File: config.mk
export PLATFORM = sky130hd
export DESIGN_NAME = stbs_ram
export DESIGN_NICKNAME = d
export VERILOG_FILES = /design/src/hw/rtl/stbs_ram.sv
export SDC_FILE = /design/constraint.sdc
export NUM_CORES = 2
export LEC_CHECK = 0
export ABC_CLOCK_PERIOD_IN_PS = 2900
export BUFFER_PORTS_ARGS = -buffer_cell sky130_fd_sc_hd__buf_4
export CAP_MARGIN = 20
export CELL_PAD_IN_SITES_DETAIL_PLACEMENT = 1
export CELL_PAD_IN_SITES_GLOBAL_PLACEMENT = 1
export CORE_ASPECT_RATIO = 0.5
export CORE_MARGIN = 2
export CORE_UTILIZATION = 56
export DETAILED_ROUTE_END_ITERATION = 16
export GPL_TIMING_DRIVEN = 0
export PLACE_DENSITY_LB_ADDON = 0.1
export SYNTH_ARGS = -nofsm -noshare
export SYNTH_HDL_FRONTEND = slang
export SYNTH_SLANG_ARGS = --single-unit
File: constraint.sdc
create_clock -name i_clk -period 2.9 [get_ports i_clk]
set_clock_uncertainty 0.2 [all_clocks]
set_input_delay 0.145 -clock i_clk [delete_from_list [all_inputs] [get_ports i_clk]]
set_output_delay 0.145 -clock i_clk [all_outputs]
set_load 0.02 [all_outputs]
File: src/hw/rtl/stbs_ram.sv
// generic single write port ram with registered read
`default_nettype none

module stbs_ram #(
    parameter int WIDTH = 8,
    parameter int DEPTH = 256
) (
    input  wire logic                     i_clk,
    input  wire logic                     i_we,
    input  wire logic [$clog2(DEPTH)-1:0] i_waddr,
    input  wire logic [WIDTH-1:0]         i_wdata,
    input  wire logic [$clog2(DEPTH)-1:0] i_raddr,
    output logic      [WIDTH-1:0]         o_rdata
);

    logic [WIDTH-1:0] r_mem [DEPTH];
    logic [WIDTH-1:0] r_rdata;

    // write port and registered read port
    always_ff @(posedge i_clk) begin
        if (i_we) begin
            r_mem[i_waddr] <= i_wdata;
        end
        r_rdata <= r_mem[i_raddr];
    end

    assign o_rdata = r_rdata;

endmodule

`default_nettype wire

Word level (Yosys, flattened, before mapping):

Memory sizes are Yosys's and may differ from the RTL's. A register that Yosys moved wholly into a read port is not among the register bits.
Index checks and enable logic that the tools add are counted.

* register bits: 0
* RAM bits: 2048
* memories: 1

* muxes and demuxes: 2

Memories
* r_mem: depth 256, width 8, rd ports 1, clocked after Yosys merged registers in 1, wr ports 1, line 16 `logic [WIDTH-1:0] r_mem [DEPTH];`

Operators by type and width (count)
* two-way mux 1 bit: 2

Depth between registers and ports, before layout:

* depth after elaboration: 2
* mapped depth: 11

Worst setup path after synthesis:

Ideal clock, no wire load.

* path type: input-to-reg
* start point: input i_raddr[0]
* end point: register r_rdata[2], in the netlist o_rdata[2], read port of r_mem
* buffers on the path: 4
* arrival time: 1.952 ns
* setup slack: 0.617 ns
* stages: 9
* required time: 2.569 ns
* setup time: 0.131 ns
* path through: buf_6 -> buf_12 -> buf_8 -> buf_2 -> mux4_2 -> a22oi_1 -> a21oi_1 -> nor4_1 -> nor4_2

RTL lines
* start, declared: line 12 `input wire logic [$clog2(DEPTH)-1:0] i_raddr,`
* end, declared: line 17 `logic [WIDTH-1:0] r_rdata;`

Worst setup path in the final report:

* start point: input i_waddr[0]
* end point: memory r_mem[81][4], enable pin

RTL lines
* start, declared: line 10 `input wire logic [$clog2(DEPTH)-1:0] i_waddr,`
* end, declared: line 16

No word-level cell before the write port.

==> flow_summary_export.csv <==
group,metric,value,unit
timing,worst_slack,-0.216,ns
timing,setup_tns,-54.08,ns
worst_setup_path,crit_fanout,10,
placed_design,hpwl,171000,um
route,post_drt_wl_per_cell,43.1,um
synth,ys_ff_latch,2056,
floorplan,die_x,537,um
worst_setup_path,slowest_stage,"nor2_1",
route,wl_met1,97700,um
cts,cts.sink_count,2056,
finish,layout-drive-gt1-share,27.6,%
timing,finalCritPeriodShare,107,%
cts,root_buffer,"clkbuf_16",
worst_setup_path,r2r_cells,6,
hold_path,hold_path_class,"in2reg",
synth,synth_fp_nets,3759,
route,topRoutingLayerUsed,"met5",
pwr,pwr_density_cell,677,nW/um^2
route,drt_iter0_markers,7719,
worst_setup_path,crit_required,3.14,ns
route,ant_nets,0,
cts,cts_tree,"yes",
synth,postSynth.asyncResetShare,0,%
timing,tightest_slew,1.41,ns
finish,syn2layout_area_growth,12.7,%
global_route,grt_pass1_vias,43177,
synth,netlist-cell-type-count,55,
synth,ys_seq_area_share,77.5,%
timing,fmax,321,MHz
worst_setup_path,path_cells,"clkbuf_1 > nor2b_1 > clkbuf_1 > nand3_1 > clkbuf_2 > nor2_1",
synth,synth_edf_count,2048,
run_status,status,"finished, violations left",
finish,num-fill-cells,11288,
finish,stdcell_count,6017,
run_status,violations,"setup timing",
route,met2_length,112000,um
global_route,grt_max_degree,150,
finish,fin_area,89600,um^2
route,drc,0,
worst_setup_path,critPathKind,"in2reg",
pwr,max-vdd-ir-drop,0.565,mV
route,drt-total-wl,259000,um
finish,layout.cells.most_common_list,"edfxtp_1 (2048), mux4_2 (454), clkbuf_16 (182)",
pwr,finalPower,60700,uW
floorplan,pin_count,34,
route,via_count,43453,
cts,clk_latency,0.85,ns
worst_setup_path,max_stage_delay,0.89,ns
synth,avgSynthCellArea,21.3,um^2
floorplan,core,141000,um^2
timing,drv_slew,0,
placed_design,place_area,82800,um^2
timing,max_slew_margin,5.68,%
finish,final_common_cell,"edfxtp_1",
floorplan,die_area,145000,um^2
worst_setup_path,cp.depth,6,
timing,hold_viol,0,
synth,yosysTopAreaCellShare,77.3,%
worst_setup_path,cp_num_buf_inv,3,
cts,numCtsBuffers,180,
worst_setup_path,end_kind,"register",
timing,rsz0062_at_grt,"true",
cts,clk_pin_slew_worst_paths,0.07,ns
synth,yosysTopAreaCell,"edfxtp_1",
run,maxCapViolations,0,
placed_design,dp.cells,5675,
global_route,grt_pass1_wl,354000,um
floorplan,num_rows,97,
worst_setup_path,cp.arrival,3.36,ns
worst_setup_path,path_common_cell,"clkbuf_1",
route,drtPass1Iterations,7,
floorplan,die_y,271,um
placed_design,io_buffers,26,
synth,synth-main-ff-cell,"edfxtp_1",
finish,nets,4021,
placed_design,gp_congestion,0.950,
pwr,p_leak,0.0275,uW
cts,cts_buffer_depth,4,
route,via_per_inst,7.22,
finish,multi_input_area,17300,um^2
global_route,grt_antenna_before_repair,16,
global_route,grt_use_total,36.1,%
worst_setup_path,start_kind,"primary input",
floorplan,start_util,56.6,%
global_route,gr-total-overflow,0,
synth,netlist_area,79600,um^2
worst_setup_path,crit_family,"buffers and inverters",
cts,h-tree-depth,4,
synth,yosysWarnings,0,
timing,period_needed,3.12,ns
finish,regArea,61700,um^2
synth,synth_cells,3733,
synth,synth_area_leaders,"edfxtp_1 (77%), mux4_2 (13%), mux2i_1 (1.7%)",
route,wl_met3,41100,um
timing,setup_viol,657,
hold_path,whs_path_depth,4,
## stage by stage
| stage | setup slack (ns) | utilization (%) | hold WS, ns |
|---|---|---|---|
| floorplan | 0.617 | - | 0.0439 |
| global placement | -2.87 | 58.4 | 0.361 |
| detailed placement | -2.02 | 58.9 | 0.371 |
| CTS | -0.132 | 63.4 | 0.0893 |
| global route | -0.243 | 63.8 | 0.124 |
| finish | -0.216 | 63.8 | 0.140 |
## worst paths after layout
path	from	endpoint	slack (ns)
worst min-delay path	i_waddr[4]	r_mem[99][3]	0.14
worst max register to register	r_mem[43][5]	o_rdata[5]	-0.05
worst min register to register	r_mem[32][5]	o_rdata[5]	1.17
worst max-delay path	i_waddr[0]	r_mem[81][4]	-0.22
## cells in the mapped netlist, drive strengths merged, types with 2 or more instances
| library cell | count |
|---|---|
| a2111oi | 5 |
| nand2b | 8 |
| clkbuf | 111 |
| nor2b | 31 |
| nand4 | 10 |
| a22o | 8 |
| and2 | 6 |
| o211ai | 10 |
| o22ai | 28 |
| o22a | 5 |
| or2 | 4 |
| and3b | 2 |
| o21ai | 12 |
| nor2 | 282 |
| nor3 | 22 |
| a31oi | 2 |
| a311oi | 2 |
| dfxtp | 8 |
| nand3b | 2 |
| mux2i | 134 |
| a22oi | 133 |
| nand2 | 33 |
| a211oi | 16 |
| buf | 122 |
| nor4 | 27 |
| o32ai | 5 |
| mux4 | 456 |
| nand3 | 34 |
| a221oi | 14 |
| o221ai | 47 |
| a21oi | 96 |
| edfxtp | 2048 |
## flip-flops by register name (all words and copies together), names as in the netlist
register / count
o_rdata: 8
r_mem: 2048
## metal layers
metal	global-route usage, %	vias up
met4	10.9	12
met2	50.7	3439
met3	13.8	494
met1	53.0	23294
li1	-	16214
met5	0	-
## power breakdown
group	internal [uW]	total, uW	switching (uW)
Sequential	32700	32800	25.6
Combinational	1160	3840	2680
Clock	13100	24100	11000
Total	47000	60700	13700
## worst register-to-register path: cells and delay by family, from the launching register on
kind / cells / cell delay (ns)
compound gates: 3 / 1.41
flops: 1 / 0.38
simple gates: 2 / 0.34
mux: 1 / 0.48
## layout make-up
class	count	share of cell area [%]
timing repair buffer	83	1.23
sequential	2056	68.8
antenna	7	0.0195
tap	1881	2.63
inverter	2	0.00837
buffer	230	1.79
clock inverter	86	0.946
multi-input combinational	1442	19.3
clock buffer	230	5.32
## kinds of logic after synthesis
group           count (synthesis)  share of synthesized area (%)
flops                        2056                           77.5
mux                           591                           14.6
simple gates                  466                           2.63
compound gates                385                           3.42
buf+inv                       235                           1.83
## repair_timing
action | in CTS | in global routing
setup endpoints to repair | 489 | 1108
buffers inserted | 1 | 0
hold buffers | 13 | 3
endpoints found under the hold margin | 1138 | 32
gates resized for setup | 154 | 158
pin swaps | 1 | 2
Note: power is estimated with default switching activity, not from simulation.
