--- config.mk ---
export PLATFORM = sky130hd
export DESIGN_NAME = stbs_ctrl
export DESIGN_NICKNAME = d
export VERILOG_FILES = /design/src/hw/rtl/stbs_pkg.sv /design/src/hw/rtl/stbs_ctrl.sv
export SDC_FILE = /design/constraint.sdc
export NUM_CORES = 1
export LEC_CHECK = 0
export BUFFER_PORTS_ARGS = -buffer_cell sky130_fd_sc_hd__clkbuf_2
export CAP_MARGIN = 20
export CORE_AREA = 2 2 132 134
export DETAILED_ROUTE_END_ITERATION = 12
export DIE_AREA = 0 0 134 136
export PLACE_DENSITY = 0.73
export SLEW_MARGIN = 20
export SYNTH_ARGS = -nofsm -noshare
export SYNTH_HDL_FRONTEND = slang
export SYNTH_SLANG_ARGS = --single-unit
export TNS_END_PERCENT = 30
--- constraint.sdc ---
create_clock -name i_clk -period 5.5 [get_ports i_clk]
set_input_delay 0.55 -clock i_clk [delete_from_list [all_inputs] [get_ports i_clk]]
set_output_delay 0.55 -clock i_clk [all_outputs]
set_load 0.005 [all_outputs]
--- src/hw/rtl/stbs_pkg.sv ---
// shared types, widths and codes for the sorted table search core
`default_nettype none

package stbs_pkg;

    // table geometry default
    localparam int TABLE_ENTRIES = 256;

    // field widths
    localparam int OP_W    = 2;
    localparam int KEY_W   = 16;
    localparam int WORD_W  = 64;
    localparam int STAT_W  = 2;
    localparam int POS_W   = 8;
    localparam int ENTRY_W = KEY_W + WORD_W;

    // operation codes
    localparam logic [OP_W-1:0] OP_CLEAR  = 2'd0;
    localparam logic [OP_W-1:0] OP_APPEND = 2'd1;
    localparam logic [OP_W-1:0] OP_SEARCH = 2'd2;

    // status codes
    localparam logic [STAT_W-1:0] ST_OK   = 2'd0;
    localparam logic [STAT_W-1:0] ST_MISS = 2'd1;
    localparam logic [STAT_W-1:0] ST_FULL = 2'd2;

    // request beat
    typedef struct packed {
        logic [OP_W-1:0]   op;
        logic [KEY_W-1:0]  key;
        logic [WORD_W-1:0] entry_word;
    } t_req;

    // response beat
    typedef struct packed {
        logic [STAT_W-1:0] status;
        logic [WORD_W-1:0] found_word;
        logic [POS_W-1:0]  position;
    } t_rsp;

endpackage

`default_nettype wire

--- src/hw/rtl/stbs_ctrl.sv ---
// sequencer: clear, append and binary search probing through the table ram
`default_nettype none

module stbs_ctrl #(
    parameter int ENTRIES = stbs_pkg::TABLE_ENTRIES
) (
    input  wire logic                       i_clk,
    input  wire logic                       i_rst_n,
    input  wire logic                       i_req_valid,
    output logic                            o_req_stall,
    input  wire stbs_pkg::t_req             i_req,
    output logic                            o_done,
    input  wire logic                       i_take,
    output stbs_pkg::t_rsp                  o_result,
    output logic                            o_ram_we,
    output logic [$clog2(ENTRIES)-1:0]      o_ram_waddr,
    output logic [stbs_pkg::ENTRY_W-1:0]    o_ram_wdata,
    output logic [$clog2(ENTRIES)-1:0]      o_ram_raddr,
    input  wire logic [stbs_pkg::ENTRY_W-1:0] i_ram_rdata
);

    import stbs_pkg::*;

    localparam int AW = $clog2(ENTRIES);
    localparam int CW = $clog2(ENTRIES + 1);
    localparam int PW = (AW > POS_W) ? AW : POS_W;

    localparam logic [1:0] S_IDLE  = 2'd0;
    localparam logic [1:0] S_PROBE = 2'd1;
    localparam logic [1:0] S_DONE  = 2'd2;

    logic [1:0]       r_state, n_state;
    logic [CW-1:0]    r_count, n_count;
    logic [CW-1:0]    r_lo, n_lo;
    logic [CW-1:0]    r_hiex, n_hiex;
    logic [AW-1:0]    r_mid, n_mid;
    logic [KEY_W-1:0] r_key, n_key;
    t_rsp             r_res, n_res;

    logic             accept;
    logic [CW:0]      mid_sum;
    logic [KEY_W-1:0] rd_key;
    logic [WORD_W-1:0] rd_word;

    // low bits of a table index as the position field
    function automatic logic [POS_W-1:0] to_pos(input logic [AW-1:0] idx);
        logic [PW-1:0] ext;
        ext = PW'(idx);
        return ext[POS_W-1:0];
    endfunction

    assign accept  = i_req_valid && (r_state == S_IDLE);
    assign rd_key  = i_ram_rdata[WORD_W +: KEY_W];
    assign rd_word = i_ram_rdata[WORD_W-1:0];

    // next state, bound update and probe address
    always_comb begin
        n_state     = r_state;
        n_count     = r_count;
        n_lo        = r_lo;
        n_hiex      = r_hiex;
        n_key       = r_key;
        n_res       = r_res;
        o_ram_we    = 1'b0;
        o_ram_waddr = r_count[AW-1:0];
        o_ram_wdata = {i_req.key, i_req.entry_word};

        unique case (r_state)
            S_IDLE: begin
                if (accept) begin
                    n_key = i_req.key;
                    n_res = '0;
                    n_state = S_DONE;
                    unique case (i_req.op)
                        OP_CLEAR: begin
                            n_count = '0;
                        end
                        OP_APPEND: begin
                            if (r_count >= CW'(ENTRIES)) begin
                                n_res.status = ST_FULL;
                            end else begin
                                o_ram_we       = 1'b1;
                                n_count        = r_count + CW'(1);
                                n_res.position = to_pos(r_count[AW-1:0]);
                            end
                        end
                        OP_SEARCH: begin
                            n_lo   = '0;
                            n_hiex = r_count;
                            if (r_count == '0) begin
                                n_res.status = ST_MISS;
                            end else begin
                                n_state = S_PROBE;
                            end
                        end
                        default: begin
                            n_res.status = ST_OK;
                        end
                    endcase
                end
            end
            S_PROBE: begin
                // one compare per cycle against the key read last cycle
                if (r_key > rd_key) begin
                    n_lo = CW'(r_mid) + CW'(1);
                end else if (r_key < rd_key) begin
                    n_hiex = CW'(r_mid);
                end
                if (r_key == rd_key) begin
                    n_res.status     = ST_OK;
                    n_res.found_word = rd_word;
                    n_res.position   = to_pos(r_mid);
                    n_state          = S_DONE;
                end else if (!(n_lo < n_hiex)) begin
                    n_res.status = ST_MISS;
                    n_state      = S_DONE;
                end
            end
            S_DONE: begin
                if (i_take) begin
                    n_state = S_IDLE;
                end
            end
            default: begin
                n_state = S_IDLE;
            end
        endcase

        // midpoint of the inclusive range, rounded down
        mid_sum = {1'b0, n_lo} + {1'b0, n_hiex} - (CW+1)'(1);
        n_mid   = mid_sum[AW:1];
    end

    assign o_ram_raddr = n_mid;

    // control registers
    always_ff @(posedge i_clk) begin
        if (!i_rst_n) begin
            r_state <= S_IDLE;
            r_count <= '0;
        end else begin
            r_state <= n_state;
            r_count <= n_count;
        end
    end

    // working registers
    always_ff @(posedge i_clk) begin
        r_lo   <= n_lo;
        r_hiex <= n_hiex;
        r_mid  <= n_mid;
        r_key  <= n_key;
        r_res  <= n_res;
    end

    assign o_req_stall = (r_state != S_IDLE);
    assign o_done      = (r_state == S_DONE);
    assign o_result    = r_res;

endmodule

`default_nettype wire

=== Word-level counts from Yosys, hierarchy flattened ===
Index checks and enable logic that the tools add are counted.

* Input bits: 166
* Output and inout bits: 173
* Word-level logic and storage cells: 73
* Register bits after elaboration: 127

* Equality and inequality tests: 10
* $add $sub $neg: 4
* Magnitude comparators: 4
* Multiplexer cells: 34
* Reductions and logical operators: 12

{| class="wikitable"
|+ Operators by type and width
! operator !! number
|-
| 74-bit case mux with 2 select lines || 1
|-
| 9-bit 2-to-1 mux || 10
|-
| 74-bit 2-to-1 mux || 1
|-
| 72-bit 2-to-1 mux || 1
|-
| 9-bit case mux with 2 select lines || 3
|-
| 2-bit 2-to-1 mux || 9
|-
| 16-bit equality test || 1
|-
| 16-bit > comparator || 1
|-
| 16-bit < comparator || 1
|-
| 8-bit 2-to-1 mux || 2
|-
| 8-bit by 1-bit adder with 9-bit output, second input constant || 1
|-
| 9-bit by 1-bit adder with 9-bit output, second input constant || 1
|-
| 9-bit adder || 1
|-
| 9-bit greater-or-equal comparator, second input constant || 1
|-
| 9-bit logical NOT || 1
|-
| 9-bit < comparator || 1
|-
| 3-bit AND reduction || 3
|-
| 9-bit by 1-bit subtractor with 9-bit output, second input constant || 1
|-
| 2-bit inequality test, second input constant || 3
|-
| 2-bit case mux with 3 select lines || 1
|-
| 2-bit nonzero test || 3
|-
| 1-bit 2-to-1 mux || 5
|-
| 2-bit by 1-bit equality test with 1-bit output, second input constant || 2
|-
| 2-bit equality test, second input constant || 2
|-
| 7 further kinds || 8
|}

=== Logic depth before layout (Yosys ltp) ===
Gate-level depths: netlist of the first run.

* Word-level depth: 8
* Gate-level depth with buffers: 21
* Depth with buffers taken out: 20

=== Least setup slack after synthesis of the first run ===
Ideal clock, no wire load.

* Path kind: input-to-reg
* From: input i_ram_rdata[79] (netlist name)
* To: register r_res, in the netlist o_result[0], enable pin
* Setup slack: 511 ps
* Data arrival time: 4487 ps
* Path buffers: 0
* Library setup time: 503 ps
* Stages: 6
* Data required time: 4997 ps
* Cell sequence: inv_1 ha_1 nand4_1 nor4_2 mux2i_1 nor2_1

* Cells in the longest elaborated chain, start to end: 3

{| class="wikitable"
|+ RTL lines
! element !! line !! source
|-
| start, declared || stbs_ctrl.sv:19 || <nowiki>input wire logic [stbs_pkg::ENTRY_W-1:0] i_ram_rdata</nowiki>
|-
| 16-bit equality test || stbs_ctrl.sv:109 || <nowiki>if (r_key == rd_key) begin</nowiki>
|-
| 2-bit inequality test (no source line) || n/a ||
|-
| 3-bit AND reduction (no source line) || n/a ||
|-
| end signal, assigned || stbs_ctrl.sv:153 || <nowiki>r_res <= n_res;</nowiki>
|-
| end, declared || stbs_ctrl.sv:38 || <nowiki>t_rsp r_res, n_res;</nowiki>
|}

Every way passes these cells.
A chain may end at the register's enable or synchronous reset.

=== Final worst setup path of the first run ===
* From: register r_key[13]
* To: output o_ram_raddr[7]

* Cells in the longest elaborated chain, start to end: 7
* Elaborated cells on any way between the ends: 11
* Those cells by class: add/sub (2); order compare (2); mux (7)

{| class="wikitable"
|+ RTL lines
! element !! line !! source
|-
| start, declared || stbs_ctrl.sv:37 || <nowiki>logic [KEY_W-1:0] r_key, n_key;</nowiki>
|-
| start signal, assigned || stbs_ctrl.sv:152 || <nowiki>r_key <= n_key;</nowiki>
|-
| 16-bit < comparator || stbs_ctrl.sv:106 || <nowiki>end else if (r_key < rd_key) begin</nowiki>
|-
| 9-bit 2-to-1 mux || stbs_ctrl.sv:106 ||
|-
| 9-bit 2-to-1 mux || stbs_ctrl.sv:104 || <nowiki>if (r_key > rd_key) begin</nowiki>
|-
| 9-bit 2-to-1 mux || stbs_ctrl.sv:68 || <nowiki>unique case (r_state)</nowiki>
|-
| 9-bit case mux with 2 select lines || stbs_ctrl.sv:68 ||
|-
| 9-bit adder (*) || stbs_ctrl.sv:130 || <nowiki>mid_sum = {1'b0, n_lo} + {1'b0, n_hiex} - (CW+1)'(1);</nowiki>
|-
| 9-bit by 1-bit subtractor with 9-bit output (*) || stbs_ctrl.sv:130 ||
|-
| end, declared || stbs_ctrl.sv:18 || <nowiki>output logic [$clog2(ENTRIES)-1:0] o_ram_raddr,</nowiki>
|}

Every way passes the cells marked *; elsewhere a longest branch is shown, timed or not. The select of a mux whose other input is x is not followed.

==> run metrics, run 1 <==
fin crit share 91.6%; DR pass1 iterations 6; post-synth top area share 39.3%; hold buffer count at cts 0; Yosys top cell by area edfxtp_1; worst r2r src r_key[7]$_DFFE_PP_; first-pass GRT wire length 23.4 mm; Slew HR 30.1%; DPL Wire Length 11.6 mm; GRT Util Overall 16.8%; Worst Tran Pin Value 1040 ps; Final ANT Viol Nets 0; worst vdd ir 0.228 mV; startpoint types register; # rows 48; Fmax 199 MHz; largest net degree at the start of global routing 73; Netlist Area Pre-Place 6870 um2; vias 4668; CTS Buf Count 17; status finished, final reports clean; Setup CP Type reg2out; Yosys reg bits 127; Via density 4.77; CTS Buffer Depth 2; Clock Pin Slew Worst Setup and Hold Paths 60 ps; RSZ-0062 raised after global routing false; Worst EP required 4950 ps; Top Ports 339; sequential share of the synthesized area 50.1%; gp weighted congestion 0.816; Post-CTS Setup Repair Bufs 0; Root Buffer clkbuf_16; Post-Syn Nets 824; antenna cells 0; Final Hold Fails 0; Clock Latency Late Sink 410 ps; leakage dissipation 3.69 nW; min Tclk post-route 5040 ps; Worst setup EP type output port; max incr delay on CP 360 ps; Area contributors post-synth edfxtp_1 39%, dfxtp_1 11%, buf_4 9.8%, ha_1 8.0%, and2_1 5.8%; vias in the first global route 4359; post-cts sizing count 0; die area 18200 um2; Post-synth EDFFs 90; Synth Flop Type edfxtp_1; Hold Crit Depth 1; final setup TNS 0 ps; min-delay worst type in2reg; WP data arrival 4490 ps; Synth cell types 56; Post-synth ARST share 0%; starting density of the core 40.7%; Core ar. 16900 um2; initial antenna violation count 0; CP max-delay cell edfxtp_1; Slew Limit Fails 0; final wirelength 15.2 mm; PortBufs 210; Crit path buffers/inverters 2; CTS sink count 127; total chip power 0.00300 W; Nets 951; Area Growth Syn to Fin 17.9%; syn_area_per_cell 11.2 um2; DRC 0; power per cell area 370 nW/um2; Setup Viol. Count Final 0; Max-Cap Viols 0; Final Skew 7.18 ps; CTS tree yes; Avg WL per Cell 15.5 um; Crit Path Max Fanout 9; hold endpoint r_key[12]$_DFFE_PP_; beginning of the worst hold path i_req[76]; layout cell share with drive strength beyond 1 36.3%; Cells after Synth 613; H-tree Lvls 4; Crit Reg-Reg Endpoint o_result[72]$_DFFE_PP_; worst reg-to-reg path cell count 15; yosys warns 0; CP cell instances ha_1 > a211oi_1 > nor2_1 > a211oi_4 > nand2_1 > a21oi_4 > o22a_1 > o21ai_0 > ha_1 > inv_1 > ha_1 > a21o_1 > a21oi_1 > o21bai_1 > a21oi_1 > o21ai_0 > xor2_1 > xnor2_1 > clkbuf_2; cell mode on critical path ha_1; DIE HEIGHT 136 um; R2R Setup Slk 1270 ps; hold_ws 324 ps; Crit path max-delay family compound AO/OA/AOI/OAI gates; Die W 134 um; GRT overflow 0; initial DRC count 215
-- per-stage QoR --
step	std cells	setup WS (ps)	cell area, um2	util [%]
4_1_cts	978	388	8100	48.0
2_1_floorplan	613	511	6870	-
5_1_grt	978	32.1	8100	48.0
6_report	978	464	8100	48.0
3_3_place_gp	946	643	7510	44.5
3_5_place_dp	946	538	7510	44.5
-- placed cells by master, fill, tap and decap left out, types with 6 or more instances in the layout --
| cell type | instances |
|---|---|
| mux2_2 | 11 |
| a21o_1 | 7 |
| ha_1 | 44 |
| o21ai_0 | 17 |
| nand3_1 | 8 |
| inv_1 | 52 |
| nand4_1 | 10 |
| mux2i_1 | 17 |
| edfxtp_1 | 90 |
| o21a_1 | 6 |
| xnor2_1 | 9 |
| buf_4 | 6 |
| dfxtp_1 | 37 |
| clkbuf_16 | 17 |
| and2_1 | 64 |
| xor2_1 | 9 |
| a22o_1 | 8 |
| clkbuf_2 | 210 |
| nand2_1 | 20 |
| nor2_1 | 28 |
| a21oi_1 | 16 |
-- kinds of logic after synthesis --
kind of cell	count (synthesis)	share of synthesized area [%]
AOI/OAI and AO/OA	83	8.99
xor gates and xnor gates	18	2.29
adders and majority gates	45	8.30
buffers and inverters	160	13.7
DFF	127	50.1
and+or+nand+nor	152	12.3
muxes	28	4.28
-- flip-flops by register name, indices dropped and copies added (netlist names) --
name	cells
r_hiex	9
r_key	16
o_result	74
r_mid	8
r_state	2
r_count	9
r_lo	9
-- Yosys cell counts (3+ instances only) --
master and count:
nand4_1 10, nor2_1 29, clkbuf_1 15, o21a_1 6
a21oi_1 16, and3_1 3, ha_1 44, mux2i_1 17
mux2_2 11, a22o_1 8, xnor2_1 9, and2_1 64
nand2b_1 5, nand2_1 20, dfxtp_1 37, edfxtp_1 90
nor2b_1 3, inv_1 52, a21o_1 7, o21ai_0 17
o22a_1 5, buf_4 90, nand3_1 8, xor2_1 9
-- worst register-to-register path, stage by stage, from the launching register on --
cell,delay (ps)
edfxtp_1,370
ha_1,360
nand4_4,150
o221ai_2,240
o21ai_2,140
a21oi_1,370
buf_4,260
mux2_2,350
ha_1,310
a21o_1,160
a21o_1,180
a2111oi_0,430
o21ai_0,220
o22ai_1,200
a31oi_2,80
nor2b_1,170
-- layout make-up --
type / instances / area [um2]
multi-input cells: 326 / 2500
well taps: 225 / 282
inverters: 52 / 195
flip-flops and latches: 127 / 3440
clock buffers: 18 / 429
clock inverters: 14 / 158
fillers: 1575 / 8780
repair buffers: 216 / 1100
-- report_power, final --
part	leakage (nW)	switching, W	internal, W	total [W]
Sequential	1.20	0.0000968	0.00112	0.00122
Clock	0.284	0.000438	0.000675	0.00111
Combinational	2.21	0.000343	0.000321	0.000664
-- worst max path at each step --
stage,cells past startpoint,from,endpoint,slack (ps)
6_report,19,r_key[13]$_DFFE_PP_,o_ram_raddr[7],460
5_1_grt,19,r_key[13]$_DFFE_PP_,o_ram_raddr[7],30
4_1_cts,19,r_key[13]$_DFFE_PP_,o_ram_raddr[7],390
3_5_place_dp,21,i_ram_rdata[77],o_ram_raddr[7],540
3_3_place_gp,21,i_ram_rdata[77],o_ram_raddr[7],640
2_1_floorplan,6,i_ram_rdata[79],o_result[0]$_DFFE_PP_,510
-- per-layer routing --
metal	vias to the layer above	routed length, um	global-route usage (%)
met5	-	0	0
met4	0	131	4.96
met3	12	1240	5.29
met2	204	7330	28.5
met1	2149	6460	20.6
li1	2303	-	-
No activity file was read; power rests on OpenSTA's default activity.
==> inputs of run 2 (changes only) <==
--- a/config.mk
+++ b/config.mk
@@ -7,10 +7,10 @@
 export LEC_CHECK = 0
 export BUFFER_PORTS_ARGS = -buffer_cell sky130_fd_sc_hd__clkbuf_2
 export CAP_MARGIN = 20
-export CORE_AREA = 2 2 132 134
+export CORE_AREA = 2 2 131 133
 export DETAILED_ROUTE_END_ITERATION = 12
-export DIE_AREA = 0 0 134 136
-export PLACE_DENSITY = 0.73
+export DIE_AREA = 0 0 133 135
+export PLACE_DENSITY = 0.77
 export SLEW_MARGIN = 20
 export SYNTH_ARGS = -nofsm -noshare
 export SYNTH_HDL_FRONTEND = slang
==> constraint.sdc (replaced) <==
create_clock -name i_clk -period 4.6 [get_ports i_clk]
set_input_delay 0.46 -clock i_clk [delete_from_list [all_inputs] [get_ports i_clk]]
set_output_delay 0.46 -clock i_clk [all_outputs]
set_load 0.005 [all_outputs]
==> run metrics, run 2 (synthesized netlist as in run 1, its figures left out) <==
# rows 47; Setup Viol. Count Final 0; starting density of the core 41.9%; Fmax 222 MHz; DIE HEIGHT 135 um; Slew HR 32.5%; multi-input combinational cell area 2790 um2; final setup TNS 0 ps; Worst Tran Pin Value 1000 ps; layout cell share with drive strength beyond 1 42.5%; Crit Path Max Fanout 5; Die W 133 um; Largest register FFs 74; CTS Buf Count 17; min Tclk post-route 4490 ps; die area 18000 um2; RSZ-0062 raised after global routing true; Via density 4.87; most common cell after layout, fill and taps aside clkbuf_2; largest net degree at the start of global routing 77; hold_ws 228 ps; Final Hold Fails 0; Core ar. 16400 um2; first-pass GRT wire length 24.8 mm; Final ANT Viol Nets 0; GRT Util Overall 18.0%; Top Ports 339; CTS Buffer Depth 2; Worst EP required 4140 ps; Max-Cap Viols 0; vias in the first global route 4686; power per cell area 436 nW/um2; Setup CP Type reg2out; GRT overflow 0; DPL Wire Length 11.8 mm; register area 3440 um2; final wirelength 16.3 mm; fin crit share 97.7%; worst vdd ir 0.325 mV; Clock Latency Late Sink 420 ps; antenna cells 0; Area Growth Syn to Fin 24.3%; DRC 0; WP data arrival 4030 ps; hold buffer count at cts 0; Clock Pin Slew Worst Setup and Hold Paths 60 ps; CTS sink count 127; most frequent cells in the layout 208 x clkbuf_2, 90 x edfxtp_1, 64 x and2_1; initial DRC count 226; Nets 969; Slew Limit Fails 0; H-tree Lvls 4; Final Skew 13.6 ps; Avg WL per Cell 16.5 um; startpoint types register; status finished, final reports clean; Root Buffer clkbuf_16; Worst setup EP type output port; DR pass1 iterations 5; total chip power 0.00372 W; leakage dissipation 3.82 nW; gp weighted congestion 0.861; Layout fillers 1421; CTS tree yes; vias 4830; PortBufs 210; initial antenna violation count 0; min-delay worst type in2reg
-- run 2: path summary, 6_finish.rpt --
path                      start                         end  slack, ps  depth (start not counted)
min reg2reg   r_hiex[0]$_DFF_P_           r_hiex[0]$_DFF_P_        500                          2
min                   i_req[71]          r_key[7]$_DFFE_PP_        230                          1
max reg2reg  r_key[7]$_DFFE_PP_  o_result[73]$_SDFFCE_PP0P_        460                         17
max          r_key[7]$_DFFE_PP_              o_ram_raddr[6]        110                         21
-- run 2: where the power goes --
part	switching (W)	total (W)	internal (W)
clock network	0.000529	0.00134	0.000807
registers	0.000127	0.00147	0.00134
logic	0.000465	0.000919	0.000454
-- run 2: repair_timing --
item	in CTS	in global routing
setup endpoints to repair	2	4
resized for setup	20	34
setup buffers	5	7
pin swaps	20	26
-- run 2: per-layer routing --
| metal | vias to the layer above | wire [um] | GRT usage, % |
|---|---|---|---|
| met4 | 0 | 316 | 6.51 |
| met1 | 2259 | 6660 | 21.2 |
| met5 | - | 0 | 0 |
| li1 | 2330 | - | - |
| met2 | 213 | 8170 | 31.4 |
| met3 | 28 | 1200 | 5.37 |
-- run 2: worst max-delay path, stage by stage (launching register included) --
cell,delay [ps]
edfxtp_1,420
ha_4,330
nand4_4,150
a211oi_4,230
o21ai_2,110
buf_6,140
a21oi_4,240
mux2i_1,220
nor2_1,80
inv_1,110
ha_4,220
inv_4,50
ha_4,130
inv_2,40
fa_2,380
inv_2,60
a21oi_2,40
o21bai_1,170
a21o_1,150
a21oi_2,50
xnor2_1,160
buf_2,140
-- run 2: final cells by class --
type,count,share of cell area (%)
Sequential cell,127,40.3
Multi-Input combinational cell,326,32.7
Timing Repair Buffer,234,14.6
Clock buffer,18,5.02
Tap cell,220,3.22
Inverter,52,2.31
Clock inverter,14,1.83
-- run 2: through the flow --
stage | utilization, % | instance area [um2] | worst slack [ps] | cells
global placement | 46.1 | 7560 | 122 | 947
finish | 52.1 | 8550 | 105 | 991
floorplan | - | 6880 | 228 | 613
global route | 52.1 | 8550 | -149 | 991
detailed placement | 46.1 | 7560 | 44.5 | 947
CTS | 50.6 | 8310 | -5.73 | 984
==> inputs of run 3 (changes only) <==
--- a/config.mk
+++ b/config.mk
@@ -7,10 +7,10 @@
 export LEC_CHECK = 0
 export BUFFER_PORTS_ARGS = -buffer_cell sky130_fd_sc_hd__clkbuf_2
 export CAP_MARGIN = 20
-export CORE_AREA = 2 2 131 133
+export CORE_AREA = 4 4 127 142
 export DETAILED_ROUTE_END_ITERATION = 12
-export DIE_AREA = 0 0 133 135
-export PLACE_DENSITY = 0.77
+export DIE_AREA = 0 0 131 146
+export PLACE_DENSITY = 0.76
 export SLEW_MARGIN = 20
 export SYNTH_ARGS = -nofsm -noshare
 export SYNTH_HDL_FRONTEND = slang
==> run metrics, run 3 (synthesized netlist as in run 1, its figures left out) <==
fin crit share 99.6%; combinational power share 25.0%; Finished Layout Cells 980; min-delay worst type in2reg; Area Growth Syn to Fin 23.1%; hold buffer count at cts 0; first-pass GRT wire length 24.9 mm; GRT Util Overall 16.7%; Max-Cap Viols 0; initial antenna violation count 0; Nets 971; die area 19100 um2; Via density 4.97; CTS Buffer Depth 2; CP max-delay cell edfxtp_1; starting density of the core 41.1%; power share of the clock group 36.4%; cell mode on critical path ha_4; most common cell after layout, fill and taps aside clkbuf_2; layout cell share with drive strength beyond 1 41.7%; DRC 0; final setup TNS 0 ps; Worst EP required 4140 ps; Top Ports 339; DP Worst Slack 29.1 ps; status finished, final reports clean; # rows 50; Slew HR 38.4%; DR pass1 iterations 4; cell area after layout 8460 um2; vias 4871; CP cell instances ha_4 > nand4_1 > nor2_2 > o21ai_2 > buf_6 > a21oi_4 > mux2i_1 > nor2_1 > inv_1 > ha_4 > inv_2 > ha_4 > buf_6 > a21o_1 > a21oi_2 > o21bai_1 > a21oi_2 > o21ai_2 > xor2_1 > xnor2_1 > buf_2; max incr delay on CP 420 ps; Core Util, Final 50.7%; Final Skew 8.75 ps; Net Sw Power 0.00111 W; largest net degree at the start of global routing 77; sequential cell fraction of total power 38.6%; most frequent cells in the layout 206 x clkbuf_2, 90 x edfxtp_1, 64 x and2_1; final wirelength 16.7 mm; Fmax 218 MHz; PortBufs 210; sw frac 29.4%; RSZ-0062 raised after global routing true; H-tree Lvls 4; startpoint types register; worst vdd ir 0.286 mV; Clock Pin Slew Worst Setup and Hold Paths 60 ps; Core ar. 16700 um2; CTS tree yes; GRT overflow 0; Largest register FFs 74; Setup Viol. Count Final 0; Crit path buffers/inverters 5; CTS Buf Count 17; DP Cell Count 936; Crit path max-delay family compound AO/OA/AOI/OAI gates; power per cell area 449 nW/um2; WP data arrival 4120 ps; Worst Tran Pin Value 924 ps; antenna cells 0; slack of the critical path 19.4 ps; Setup CP Type reg2out; Root Buffer clkbuf_16; Final Hold Fails 0; cell depth of the worst setup path 21; Final ANT Viol Nets 0; Slew Limit Fails 0; Die W 131 um; Critical Path End o_ram_raddr[7]; CTS sink count 127; DIE HEIGHT 146 um; Worst setup EP type output port; Crit Path Max Fanout 3; worst r2r src r_key[13]$_DFFE_PP_; R2R Setup Slk 400 ps; Clock Latency Late Sink 410 ps; CP Launch Point r_key[13]$_DFFE_PP_; initial DRC count 223; gp weighted congestion 0.846; Avg WL per Cell 17.1 um; worst reg-to-reg path cell count 16; Crit Reg-Reg Endpoint o_result[73]$_SDFFCE_PP0P_; leakage dissipation 3.83 nW; DPL Wire Length 12.3 mm; P_int 0.00268 W; placed instance area 7540 um2; vias in the first global route 4793; min Tclk post-route 4580 ps
[run 3: cell count changes in the layout (fill, tap and decap cells not counted), sizes merged]
cell,delta
inv,+1
clkinvlp,+2
bufinv,+1
clkbuf,-3
clkinv,-4
buf,+4
[run 3: final cells by class]
| cell class | instances | area [um2] |
|---|---|---|
| Clock buffer | 17 | 425 |
| Clock inverter | 14 | 179 |
| Fill cell | 1469 | 8240 |
| Inverter | 52 | 195 |
| Multi-Input combinational cell | 326 | 2690 |
| Sequential cell | 127 | 3440 |
| Tap cell | 208 | 260 |
| Timing Repair Buffer | 236 | 1270 |
[run 3: power groups by stage]
stage	Sequential [W]	Combinational, W	Clock [W]
after CTS	0.00146	0.000858	0.00141
after floorplan	0.00142	0.000602	0
after global placement	0.00148	0.000805	0
after detailed placement	0.00148	0.000816	0
final	0.00146	0.000950	0.00138
after global routing	0.00148	0.00107	0.00147
[run 3: stage by stage]
step                hold slack, ps  total power (W)
floorplan                      451          0.00203
global placement               471          0.00228
detailed placement             476          0.00230
CTS                            222          0.00373
global route                   219          0.00401
finish                         235          0.00380
[run 3: how the worst min path moves through the flow]
stage | start | end | slack, ps | cells after the start
floorplan | r_hiex[0]$_DFF_P_ | r_hiex[0]$_DFF_P_ | 450 | 2
global placement | r_hiex[0]$_DFF_P_ | r_hiex[0]$_DFF_P_ | 470 | 2
detailed placement | r_lo[5]$_DFF_P_ | r_lo[5]$_DFF_P_ | 480 | 1
CTS | i_req[74] | r_key[10]$_DFFE_PP_ | 220 | 1
global route | i_req[73] | r_key[9]$_DFFE_PP_ | 220 | 1
finish | i_req[76] | r_key[12]$_DFFE_PP_ | 230 | 1
[run 3: timing repair]
action,CTS,global route
buffers inserted,4,9
setup endpoints to repair,2,4
resized for setup,14,31
pin swaps,11,29
[run 3: per-layer routing]
| metal | GRT usage [%] | share of wire, % | vias up |
|---|---|---|---|
| li1 | - | - | 2330 |
| met1 | 19.1 | 39 | 2308 |
| met2 | 28.8 | 50 | 210 |
| met3 | 6.09 | 9.6 | 23 |
| met4 | 5.25 | 1.5 | 0 |
| met5 | 0 | 0 | - |
